## config.mk

```make
export PLATFORM = sky130hd
export DESIGN_NAME = step_exchange_sorter_unit
export DESIGN_NICKNAME = d
export VERILOG_FILES = /design/src/rtl/ses_pkg.sv /design/src/rtl/ses_ram.sv /design/src/rtl/ses_sort.sv /design/src/rtl/step_exchange_sorter_unit.sv
export SDC_FILE = /design/constraint.sdc
export NUM_CORES = 2
export LEC_CHECK = 0
export BUFFER_PORTS_ARGS = -buffer_cell sky130_fd_sc_hd__buf_4
export CAP_MARGIN = 20
export CORE_ASPECT_RATIO = 1.2
export CORE_MARGIN = 1.5
export CORE_UTILIZATION = 40
export DETAILED_ROUTE_END_ITERATION = 12
export PLACE_DENSITY = 0.63
export SLEW_MARGIN = 20
export SYNTH_ARGS = -nofsm -noshare
export SYNTH_HDL_FRONTEND = slang
export SYNTH_HIERARCHICAL = 1
export SYNTH_SLANG_ARGS = --single-unit
```

## constraint.sdc

```tcl
create_clock -name clk -period 10.05 [get_ports clk]
set_clock_uncertainty 0.05 [all_clocks]
set_input_delay 0.5025 -clock clk [delete_from_list [all_inputs] [get_ports clk]]
set_output_delay 0.5025 -clock clk [all_outputs]
set_load 0.01 [all_outputs]
```

## src/rtl/ses_pkg.sv

```systemverilog
// ----------------------------------------------------------------------------
// ses_pkg: shared types and constants of the step exchange sorter
// Store geometry, record layout and the request and status structs that
// pass between the top level and the sort sequencer.
// ----------------------------------------------------------------------------
`default_nettype none

package ses_pkg;

  localparam int DEPTH     = 32;
  localparam int KEY_WIDTH = 32;
  localparam int TAG_WIDTH = 16;

  localparam int IDX_W = $clog2(DEPTH);
  localparam int CNT_W = $clog2(DEPTH + 1);
  localparam int REC_W = KEY_WIDTH + TAG_WIDTH;

  typedef logic [IDX_W-1:0] idx_t;
  typedef logic [CNT_W-1:0] cnt_t;

  localparam cnt_t DEPTH_CNT = cnt_t'(DEPTH);

  // Pass direction codes
  localparam logic DIR_UP   = 1'b0;
  localparam logic DIR_DOWN = 1'b1;

  // Mode register codes
  localparam logic MODE_ALT     = 1'b0;
  localparam logic MODE_UP_ONLY = 1'b1;

  typedef struct packed {
    logic [KEY_WIDTH-1:0] key;
    logic [TAG_WIDTH-1:0] tag;
  } rec_t;

  // Store request: one write port, one registered read port
  typedef struct packed {
    logic we;
    idx_t waddr;
    rec_t wdata;
    logic re;
    idx_t raddr;
  } mem_req_t;

  typedef struct packed {
    logic go;
    cnt_t n;
  } sort_ctl_t;

  typedef struct packed {
    logic done;
    logic active;
  } sort_sts_t;

endpackage

`default_nettype wire

```

## src/rtl/ses_ram.sv

```systemverilog
// ----------------------------------------------------------------------------
// ses_ram: generic single-write, single-read RAM
// One write and one registered read per cycle. Contents have no reset.
// ----------------------------------------------------------------------------
`default_nettype none

module ses_ram #(
  parameter int WIDTH = 8,
  parameter int DEPTH = 16
) (
  input  wire logic                     clk,
  input  wire logic                     we,
  input  wire logic [$clog2(DEPTH)-1:0] waddr,
  input  wire logic [WIDTH-1:0]         wdata,
  input  wire logic                     re,
  input  wire logic [$clog2(DEPTH)-1:0] raddr,
  output      logic [WIDTH-1:0]         rdata
);

  logic [WIDTH-1:0] mem [DEPTH];
  logic [WIDTH-1:0] rdata_r;

  // Write port
  always_ff @(posedge clk) begin
    if (we) begin
      mem[waddr] <= wdata;
    end
  end

  // Registered read port
  always_ff @(posedge clk) begin
    if (re) begin
      rdata_r <= mem[raddr];
    end
  end

  assign rdata = rdata_r;

endmodule

`default_nettype wire

```

## src/rtl/ses_sort.sv

```systemverilog
// ----------------------------------------------------------------------------
// ses_sort: step exchange sort sequencer
// Runs step-up (and, in MODE_ALT, step-down) passes on the store through one
// shared key comparator, one store read per step and two writes per swap.
// ----------------------------------------------------------------------------
`default_nettype none

module ses_sort import ses_pkg::*; (
  input  wire logic      clk,
  input  wire logic      rst_n,
  input  wire logic      mode,
  input  wire sort_ctl_t ctl,
  input  wire rec_t      rdata,
  output      sort_sts_t sts,
  output      mem_req_t  req
);

  localparam logic [2:0] S_IDLE  = 3'd0;
  localparam logic [2:0] S_PINIT = 3'd1;
  localparam logic [2:0] S_PV    = 3'd2;
  localparam logic [2:0] S_RD    = 3'd3;
  localparam logic [2:0] S_CMP   = 3'd4;
  localparam logic [2:0] S_W1    = 3'd5;
  localparam logic [2:0] S_W2    = 3'd6;
  localparam logic [2:0] S_ENDP  = 3'd7;

  logic [2:0] st_r, st_nxt;
  logic       dir_r, dir_nxt;
  logic       done_r, done_nxt;
  idx_t       lo_r, lo_nxt;
  idx_t       hi_r, hi_nxt;
  idx_t       pivot_r, pivot_nxt;
  idx_t       cur_r, cur_nxt;
  idx_t       nx_r, nx_nxt;
  idx_t       anchor_r, anchor_nxt;
  idx_t       x_r, x_nxt;
  rec_t       pv_r, pv_nxt;
  rec_t       prev_r, prev_nxt;
  rec_t       swap_r, swap_nxt;

  logic       gt;
  logic       edge_ok;
  idx_t       hi_new;
  idx_t       lo_new;

  // Shared comparator: operands swap with the pass direction
  always_comb begin
    if (dir_r == DIR_UP) begin
      gt = pv_r.key > rdata.key;
    end else begin
      gt = rdata.key > pv_r.key;
    end
  end

  // Neighbor of the next slot still lies inside the bound
  assign edge_ok = (dir_r == DIR_UP) ? (nx_r < hi_r) : (nx_r > lo_r);
  assign hi_new  = anchor_r - idx_t'(1);
  assign lo_new  = anchor_r + idx_t'(1);

  // Sequencer
  always_comb begin
    st_nxt     = st_r;
    dir_nxt    = dir_r;
    done_nxt   = 1'b0;
    lo_nxt     = lo_r;
    hi_nxt     = hi_r;
    pivot_nxt  = pivot_r;
    cur_nxt    = cur_r;
    nx_nxt     = nx_r;
    anchor_nxt = anchor_r;
    x_nxt      = x_r;
    pv_nxt     = pv_r;
    prev_nxt   = prev_r;
    swap_nxt   = swap_r;
    req        = '0;
    unique case (st_r)
      S_IDLE: begin
        if (ctl.go) begin
          lo_nxt  = '0;
          hi_nxt  = idx_t'(ctl.n - cnt_t'(1));
          dir_nxt = DIR_UP;
          if (ctl.n <= cnt_t'(1)) begin
            done_nxt = 1'b1;
          end else begin
            st_nxt = S_PINIT;
          end
        end
      end
      S_PINIT: begin
        // Set up the pass and fetch the starting pivot
        if (dir_r == DIR_UP) begin
          pivot_nxt  = lo_r;
          cur_nxt    = lo_r;
          anchor_nxt = lo_r + idx_t'(1);
          req.raddr  = lo_r;
        end else begin
          pivot_nxt  = hi_r;
          cur_nxt    = hi_r;
          anchor_nxt = hi_r - idx_t'(1);
          req.raddr  = hi_r;
        end
        if (lo_r < hi_r) begin
          req.re = 1'b1;
          st_nxt = S_PV;
        end else begin
          st_nxt = S_ENDP;
        end
      end
      S_PV: begin
        pv_nxt   = rdata;
        prev_nxt = rdata;
        st_nxt   = S_RD;
      end
      S_RD: begin
        nx_nxt    = (dir_r == DIR_UP) ? cur_r + idx_t'(1) : cur_r - idx_t'(1);
        req.re    = 1'b1;
        req.raddr = nx_nxt;
        st_nxt    = S_CMP;
      end
      S_CMP: begin
        prev_nxt = rdata;
        priority if (gt && edge_ok) begin
          // Smaller neighbor: advance the cursor only
          cur_nxt = nx_r;
          st_nxt  = S_RD;
        end else if (gt) begin
          // Last slot is smaller: swap it with the pivot
          x_nxt    = nx_r;
          swap_nxt = rdata;
          st_nxt   = S_W1;
        end else if (cur_r == pivot_r) begin
          // Pivot moves on to the neighbor
          pivot_nxt = nx_r;
          cur_nxt   = nx_r;
          pv_nxt    = rdata;
          st_nxt    = edge_ok ? S_RD : S_ENDP;
        end else begin
          x_nxt    = cur_r;
          swap_nxt = prev_r;
          st_nxt   = S_W1;
        end
      end
      S_W1: begin
        req.we    = 1'b1;
        req.waddr = pivot_r;
        req.wdata = swap_r;
        st_nxt    = S_W2;
      end
      S_W2: begin
        req.we     = 1'b1;
        req.waddr  = x_r;
        req.wdata  = pv_r;
        anchor_nxt = x_r;
        pivot_nxt  = nx_r;
        cur_nxt    = nx_r;
        pv_nxt     = prev_r;
        st_nxt     = edge_ok ? S_RD : S_ENDP;
      end
      S_ENDP: begin
        // Trim the bound and pick the next pass
        if (dir_r == DIR_UP) begin
          hi_nxt = hi_new;
          if (mode == MODE_ALT) begin
            dir_nxt = DIR_DOWN;
            st_nxt  = S_PINIT;
          end else if (lo_r < hi_new) begin
            st_nxt = S_PINIT;
          end else begin
            done_nxt = 1'b1;
            st_nxt   = S_IDLE;
          end
        end else begin
          lo_nxt = lo_new;
          if (lo_new < hi_r) begin
            dir_nxt = DIR_UP;
            st_nxt  = S_PINIT;
          end else begin
            done_nxt = 1'b1;
            st_nxt   = S_IDLE;
          end
        end
      end
      default: begin
        st_nxt = S_IDLE;
      end
    endcase
  end

  // Control state
  always_ff @(posedge clk) begin
    if (!rst_n) begin
      st_r   <= S_IDLE;
      done_r <= 1'b0;
    end else begin
      st_r   <= st_nxt;
      done_r <= done_nxt;
    end
  end

  // Pass bounds, indexes and held records
  always_ff @(posedge clk) begin
    dir_r    <= dir_nxt;
    lo_r     <= lo_nxt;
    hi_r     <= hi_nxt;
    pivot_r  <= pivot_nxt;
    cur_r    <= cur_nxt;
    nx_r     <= nx_nxt;
    anchor_r <= anchor_nxt;
    x_r      <= x_nxt;
    pv_r     <= pv_nxt;
    prev_r   <= prev_nxt;
    swap_r   <= swap_nxt;
  end

  assign sts.done   = done_r;
  assign sts.active = (st_r != S_IDLE);

endmodule

`default_nettype wire

```

## src/rtl/step_exchange_sorter_unit.sv

```systemverilog
// ----------------------------------------------------------------------------
// step_exchange_sorter_unit: keyed record sorter, top level
// Loads records, sorts them by unsigned key and emits them in order.
// ----------------------------------------------------------------------------
// Records load one per cycle while busy is low; a record with in_last high
// closes the set and starts the sort, with busy high until the last result
// has been issued. Up to DEPTH records are held; later ones are dropped and
// out_overflow is high on every result of that run. The sort runs over a
// record store with one write and one registered read port through one
// shared key comparator: each compare step reads the neighbor and compares,
// a swap adds two writes, and each pass adds set-up and end steps. Results
// then follow on consecutive cycles, one per record, each on the ports for
// exactly one cycle with out_strobe high; the receiver cannot hold them off,
// and the final one carries out_last_res. The next set may start loading in
// the cycle that shows the final result.
// ----------------------------------------------------------------------------
`default_nettype none

module step_exchange_sorter_unit import ses_pkg::*; (
  input  wire logic                 clk,
  input  wire logic                 rst_n,
  input  wire logic                 cfg_wr_en,
  input  wire logic                 cfg_wr_data,
  input  wire logic                 start,
  output      logic                 busy,
  input  wire logic [KEY_WIDTH-1:0] in_key,
  input  wire logic [TAG_WIDTH-1:0] in_tag,
  input  wire logic                 in_last,
  output      logic                 out_strobe,
  output      logic [KEY_WIDTH-1:0] out_key_res,
  output      logic [TAG_WIDTH-1:0] out_tag_res,
  output      logic                 out_last_res,
  output      logic                 out_overflow
);

  localparam logic [1:0] T_IDLE = 2'd0;
  localparam logic [1:0] T_SORT = 2'd1;
  localparam logic [1:0] T_EMIT = 2'd2;

  logic [1:0] st_r, st_nxt;
  logic       mode_r;
  cnt_t       count_r, count_nxt;
  logic       dropped_r, dropped_nxt;
  logic       go_r, go_nxt;
  cnt_t       emit_r, emit_nxt;
  logic       strobe_r, strobe_nxt;
  logic       last_r, last_nxt;
  logic       ovf_r, ovf_nxt;

  logic       accept;
  logic       emit_final;
  mem_req_t   mem;
  mem_req_t   sort_req;
  sort_ctl_t  sort_ctl;
  sort_sts_t  sort_sts;
  rec_t       rdata;

  assign busy       = (st_r != T_IDLE);
  assign accept     = start && !busy;
  assign emit_final = (emit_r == cnt_t'(count_r - cnt_t'(1)));

  // Mode register
  always_ff @(posedge clk) begin
    if (!rst_n) begin
      mode_r <= MODE_ALT;
    end else if (cfg_wr_en) begin
      mode_r <= cfg_wr_data;
    end
  end

  // Load, sort and emit control
  always_comb begin
    st_nxt      = st_r;
    count_nxt   = count_r;
    dropped_nxt = dropped_r;
    go_nxt      = 1'b0;
    emit_nxt    = emit_r;
    strobe_nxt  = 1'b0;
    last_nxt    = 1'b0;
    ovf_nxt     = ovf_r;
    unique case (st_r)
      T_IDLE: begin
        if (accept) begin
          if (count_r < DEPTH_CNT) begin
            count_nxt = count_r + cnt_t'(1);
          end else begin
            dropped_nxt = 1'b1;
          end
          if (in_last) begin
            go_nxt = 1'b1;
            st_nxt = T_SORT;
          end
        end
      end
      T_SORT: begin
        if (sort_sts.done) begin
          emit_nxt = '0;
          st_nxt   = T_EMIT;
        end
      end
      T_EMIT: begin
        // Issue one read per cycle; the result shows the next cycle
        strobe_nxt = 1'b1;
        last_nxt   = emit_final;
        ovf_nxt    = dropped_r;
        emit_nxt   = emit_r + cnt_t'(1);
        if (emit_final) begin
          count_nxt   = '0;
          dropped_nxt = 1'b0;
          st_nxt      = T_IDLE;
        end
      end
      default: begin
        st_nxt = T_IDLE;
      end
    endcase
  end

  // Store port selection
  always_comb begin
    mem = '0;
    unique case (st_r)
      T_IDLE: begin
        mem.we       = accept && (count_r < DEPTH_CNT);
        mem.waddr    = count_r[IDX_W-1:0];
        mem.wdata.key = in_key;
        mem.wdata.tag = in_tag;
      end
      T_SORT: begin
        mem = sort_req;
      end
      T_EMIT: begin
        mem.re    = 1'b1;
        mem.raddr = emit_r[IDX_W-1:0];
      end
      default: begin
        mem = '0;
      end
    endcase
  end

  always_ff @(posedge clk) begin
    if (!rst_n) begin
      st_r      <= T_IDLE;
      count_r   <= '0;
      dropped_r <= 1'b0;
      go_r      <= 1'b0;
      strobe_r  <= 1'b0;
    end else begin
      st_r      <= st_nxt;
      count_r   <= count_nxt;
      dropped_r <= dropped_nxt;
      go_r      <= go_nxt;
      strobe_r  <= strobe_nxt;
    end
  end

  always_ff @(posedge clk) begin
    emit_r <= emit_nxt;
    last_r <= last_nxt;
    ovf_r  <= ovf_nxt;
  end

  assign sort_ctl.go = go_r;
  assign sort_ctl.n  = count_r;

  ses_sort u_sort (
    .clk   (clk),
    .rst_n (rst_n),
    .mode  (mode_r),
    .ctl   (sort_ctl),
    .rdata (rdata),
    .sts   (sort_sts),
    .req   (sort_req)
  );

  ses_ram #(
    .WIDTH (REC_W),
    .DEPTH (DEPTH)
  ) u_store (
    .clk   (clk),
    .we    (mem.we),
    .waddr (mem.waddr),
    .wdata (mem.wdata),
    .re    (mem.re),
    .raddr (mem.raddr),
    .rdata (rdata)
  );

  assign out_strobe   = strobe_r;
  assign out_key_res  = rdata.key;
  assign out_tag_res  = rdata.tag;
  assign out_last_res = last_r && strobe_r;
  assign out_overflow = ovf_r;

  // A result transaction only follows a cycle in the emit phase
  a_strobe_after_emit: assert property (@(posedge clk) disable iff (!rst_n)
    out_strobe |-> $past(st_r) == T_EMIT)
    else $error("result strobe outside emit phase");

  // The sort finishes only while the top waits for it
  a_done_in_sort: assert property (@(posedge clk) disable iff (!rst_n)
    sort_sts.done |-> st_r == T_SORT)
    else $error("sort done outside sort phase");

  // The record count never passes the store depth
  a_count_bound: assert property (@(posedge clk) disable iff (!rst_n)
    count_r <= DEPTH_CNT)
    else $error("record count beyond store depth");

  // The sequencer stays idle while the top is loading records
  a_sort_idle: assert property (@(posedge clk) disable iff (!rst_n)
    (st_r == T_IDLE) |-> !sort_sts.active)
    else $error("sort sequencer active while loading");

  // The final result closes the run: the block is free again
  a_last_frees: assert property (@(posedge clk) disable iff (!rst_n)
    out_last_res |-> !busy && count_r == '0)
    else $error("run not closed at final result");

endmodule

`default_nettype wire

```

==> results summary <==
The number of buffer cells added on primary ports came out at between 100 and 150. The number of fill cells in the layout came out at between 15000 and 20000. The die span in x is 392 um.

Leaving out fill and tap cells, the most frequent cell in the layout is sky130_fd_sc_hd__edfxtp_1. The pre-antenna-repair detailed-routing pass consisted of 6 iterations. Cells with a size suffix above 1 make up 12.1% of the layout.

The final hold violation count is 0. The number of DRC markers in iteration 0 is roughly 4400. The global routing's busiest layer is met2.

The wire length of the first global-routing pass is ~270000 um. The post-route worst setup slack came out at around 4.6 ns. The overall via count from detail_route came out at ~40000. Across the run, the number of max-cap violations was 0. The synthesized instance count is ~4400. From bottom edge to top edge, the die measures roughly 470 um. The flow ran to the end, and the final reports show no timing, DRC or antenna violations. The number of antenna violations at the first check in global routing is 8. The worst setup path is of the reg -> reg kind. Entering global routing, the biggest net connects about 130 pins. The routed length per instance came out at 27.1 um. The area of the core region came out at 0.181 mm2. The worst hold path belongs to the class in -> reg. The number of cells upsized or downsized after cts came out at 0. Compared with the post-synthesis result, the final layout area differs by 12.1%. The final HPWL from detailed placement came out at 102000 um. The number of sinks driven by the clock tree came out at approximately 1800.

The power after layout came out at 18.0 mW. In the finished design, the share of the clock period the worst path needs comes to between 50% and 60%. The routed design could run at a clock period as short as around 5.4 ns. The insertion delay to the later sink of the worst-skew pair came out at roughly 0.82 ns. The weighted congestion at the end of routability-driven global placement is between 0.8 and 0.9. The total detailed-routing wirelength is about 190000 um. The post-synthesis instance area came out at slightly above 0.07 mm2.

The combined global-route utilization of all metal layers came out at about a fifth. The data arrival at the endpoint of the critical path came out at roughly 5.8 ns. Setup repair after global routing left no endpoint under its margin. The initial standard-cell utilization of the core came out at 40.2%. The net count after synthesis is 4552. The met3 layer usage reported by global route is under 10%. The count of nets left with antenna violations once routing finished came out at 0. The global routing usage on met1 is 28.2%. The total negative slack is 0 ns. The minimum setup slack after placement came out at 4.73 ns. The number of hold buffers added after CTS was 6. The worst setup path is captured at a flop. The floorplan step defined a die boundary enclosing 0.184 mm2.

Leaving out fill and tap cells, the most frequent cells in the layout are 1771 x sky130_fd_sc_hd__edfxtp_1, 777 x sky130_fd_sc_hd__mux2i_1, 373 x sky130_fd_sc_hd__nand2_1, 176 x sky130_fd_sc_hd__a21oi_1, 175 x sky130_fd_sc_hd__buf_4. TritonCTS built the clock tree. The residual overflow from global routing came out at 0.

The standard-cell row count came out at between 150 and 200. The number of warnings printed during yosys synthesis is 6. The highest ir drop seen on vdd is just under 0.2 mV. The global-route met2 utilization came out at 33.8%. The average instance area after synthesis came out at 16.4 um2. The static leakage came out at 25.5 nW. The final cell area excluding filler cells is roughly 0.08 mm2. The depth of the CTS H-tree is 4. For the worst setup path, the data required time is between 10 and 15 ns. The final layout contains ~4700 nets.

Based on the critical path, the design can be clocked at up to 0.184 GHz. The total DRC errors in the routed layout came out at 0. The tree is rooted in a sky130_fd_sc_hd__clkbuf_16. The clock-pin transition on the worst setup and hold timing paths is 0.07 ns. The critical-path maximum fanout came out at 37. In this run the deepest clock path goes through 3 buffers.

The smallest hold slack is 0.366 ns. The power per cell area is about 220 mW/mm2. The worst max-slew margin expressed relative to the limit is 21.4%.

The max-slew violation total from the final report is 0. The number of global-route vias before repair is 39200. The I/O pin count came out at 106.

The transition time at the pin with the least slew margin is about 1.2 ns. Counting the buffers created by CTS gives 165. The via density per instance came out at 5.65. The worst setup path is launched from a flop. After clock tree synthesis, the setup repair step added 0 buffers. After detailed placement, the total cell area comes to around 0.076 mm2. The number of endpoints failing setup at the final stage is 0. The register-to-register setup slack came out at 4.61 ns.
[sequential cells by signal, indices dropped and copies added (netlist names), 2 cells and up]
register         cells
count_r              6
emit_r               6
st_r                 2
u_sort/anchor_r      5
u_sort/cur_r         5
u_sort/hi_r          5
u_sort/lo_r          5
u_sort/nx_r          5
u_sort/pivot_r       5
u_sort/prev_r       48
u_sort/pv_r         48
u_sort/st_r          3
u_sort/swap_r       48
u_sort/x_r           5
u_store/mem       1536
u_store/rdata       48
[metrics by stage]
stage,util (%),cells
finish,45.1,7100
global route,45.1,7099
CTS,45.1,7097
detailed placement,42.1,6787
global placement,42.1,6785
floorplan,-,4429
[routing by layer]
layer | vias to the layer above | routed length [um]
met5 | - | 0
met3 | 291 | 14000
met4 | 0 | 4700
met1 | 20800 | 80600
met2 | 1558 | 93100
li1 | 17500 | -
[critical path: stages, from the launching register on]
cell and delay, ns:
sky130_fd_sc_hd__dfxtp_1 0.77, sky130_fd_sc_hd__inv_1 0.42, sky130_fd_sc_hd__nor2_4 0.18, sky130_fd_sc_hd__buf_4 0.40, sky130_fd_sc_hd__nand2_1 0.14, sky130_fd_sc_hd__nand2_1 0.10
sky130_fd_sc_hd__nand2_1 0.06, sky130_fd_sc_hd__o21ai_0 0.24, sky130_fd_sc_hd__nand3b_1 0.85, sky130_fd_sc_hd__nor2_4 0.89, sky130_fd_sc_hd__buf_4 0.84
[power breakdown]
part	switching [mW]	leakage, nW	internal (mW)
Clock	2.69	2.59	3.46
Combinational	1.74	6.66	0.767
Sequential	0.170	16.2	9.16
[final timing paths]
path | from | to | depth (start not counted)
max | u_sort/st_r[1]$_SDFFE_PN0P_ | u_store/mem[21][22]$_DFFE_PP_ | 10
min | in_key[5] | u_store/mem[13][21]$_DFFE_PP_ | 2
max reg2reg | u_sort/st_r[1]$_SDFFE_PN0P_ | u_store/mem[21][22]$_DFFE_PP_ | 10
min reg2reg | dropped_r$_SDFFE_PN0P_ | out_overflow$_DFFE_PP_ | 0
[area by class of cell]
cell class | count | area [um2] | share of cell area (%)
Antenna cell | 2 | 5.00 | 0.00614
Timing Repair Buffer | 192 | 1590 | 1.95
Inverter | 60 | 225 | 0.276
Multi-Input combinational cell | 2332 | 17900 | 21.9
Clock inverter | 95 | 808 | 0.991
Tap cell | 2422 | 3030 | 3.72
Clock buffer | 209 | 4460 | 5.48
Sequential cell | 1788 | 53500 | 65.6
Power figures use the tool's default switching activity.
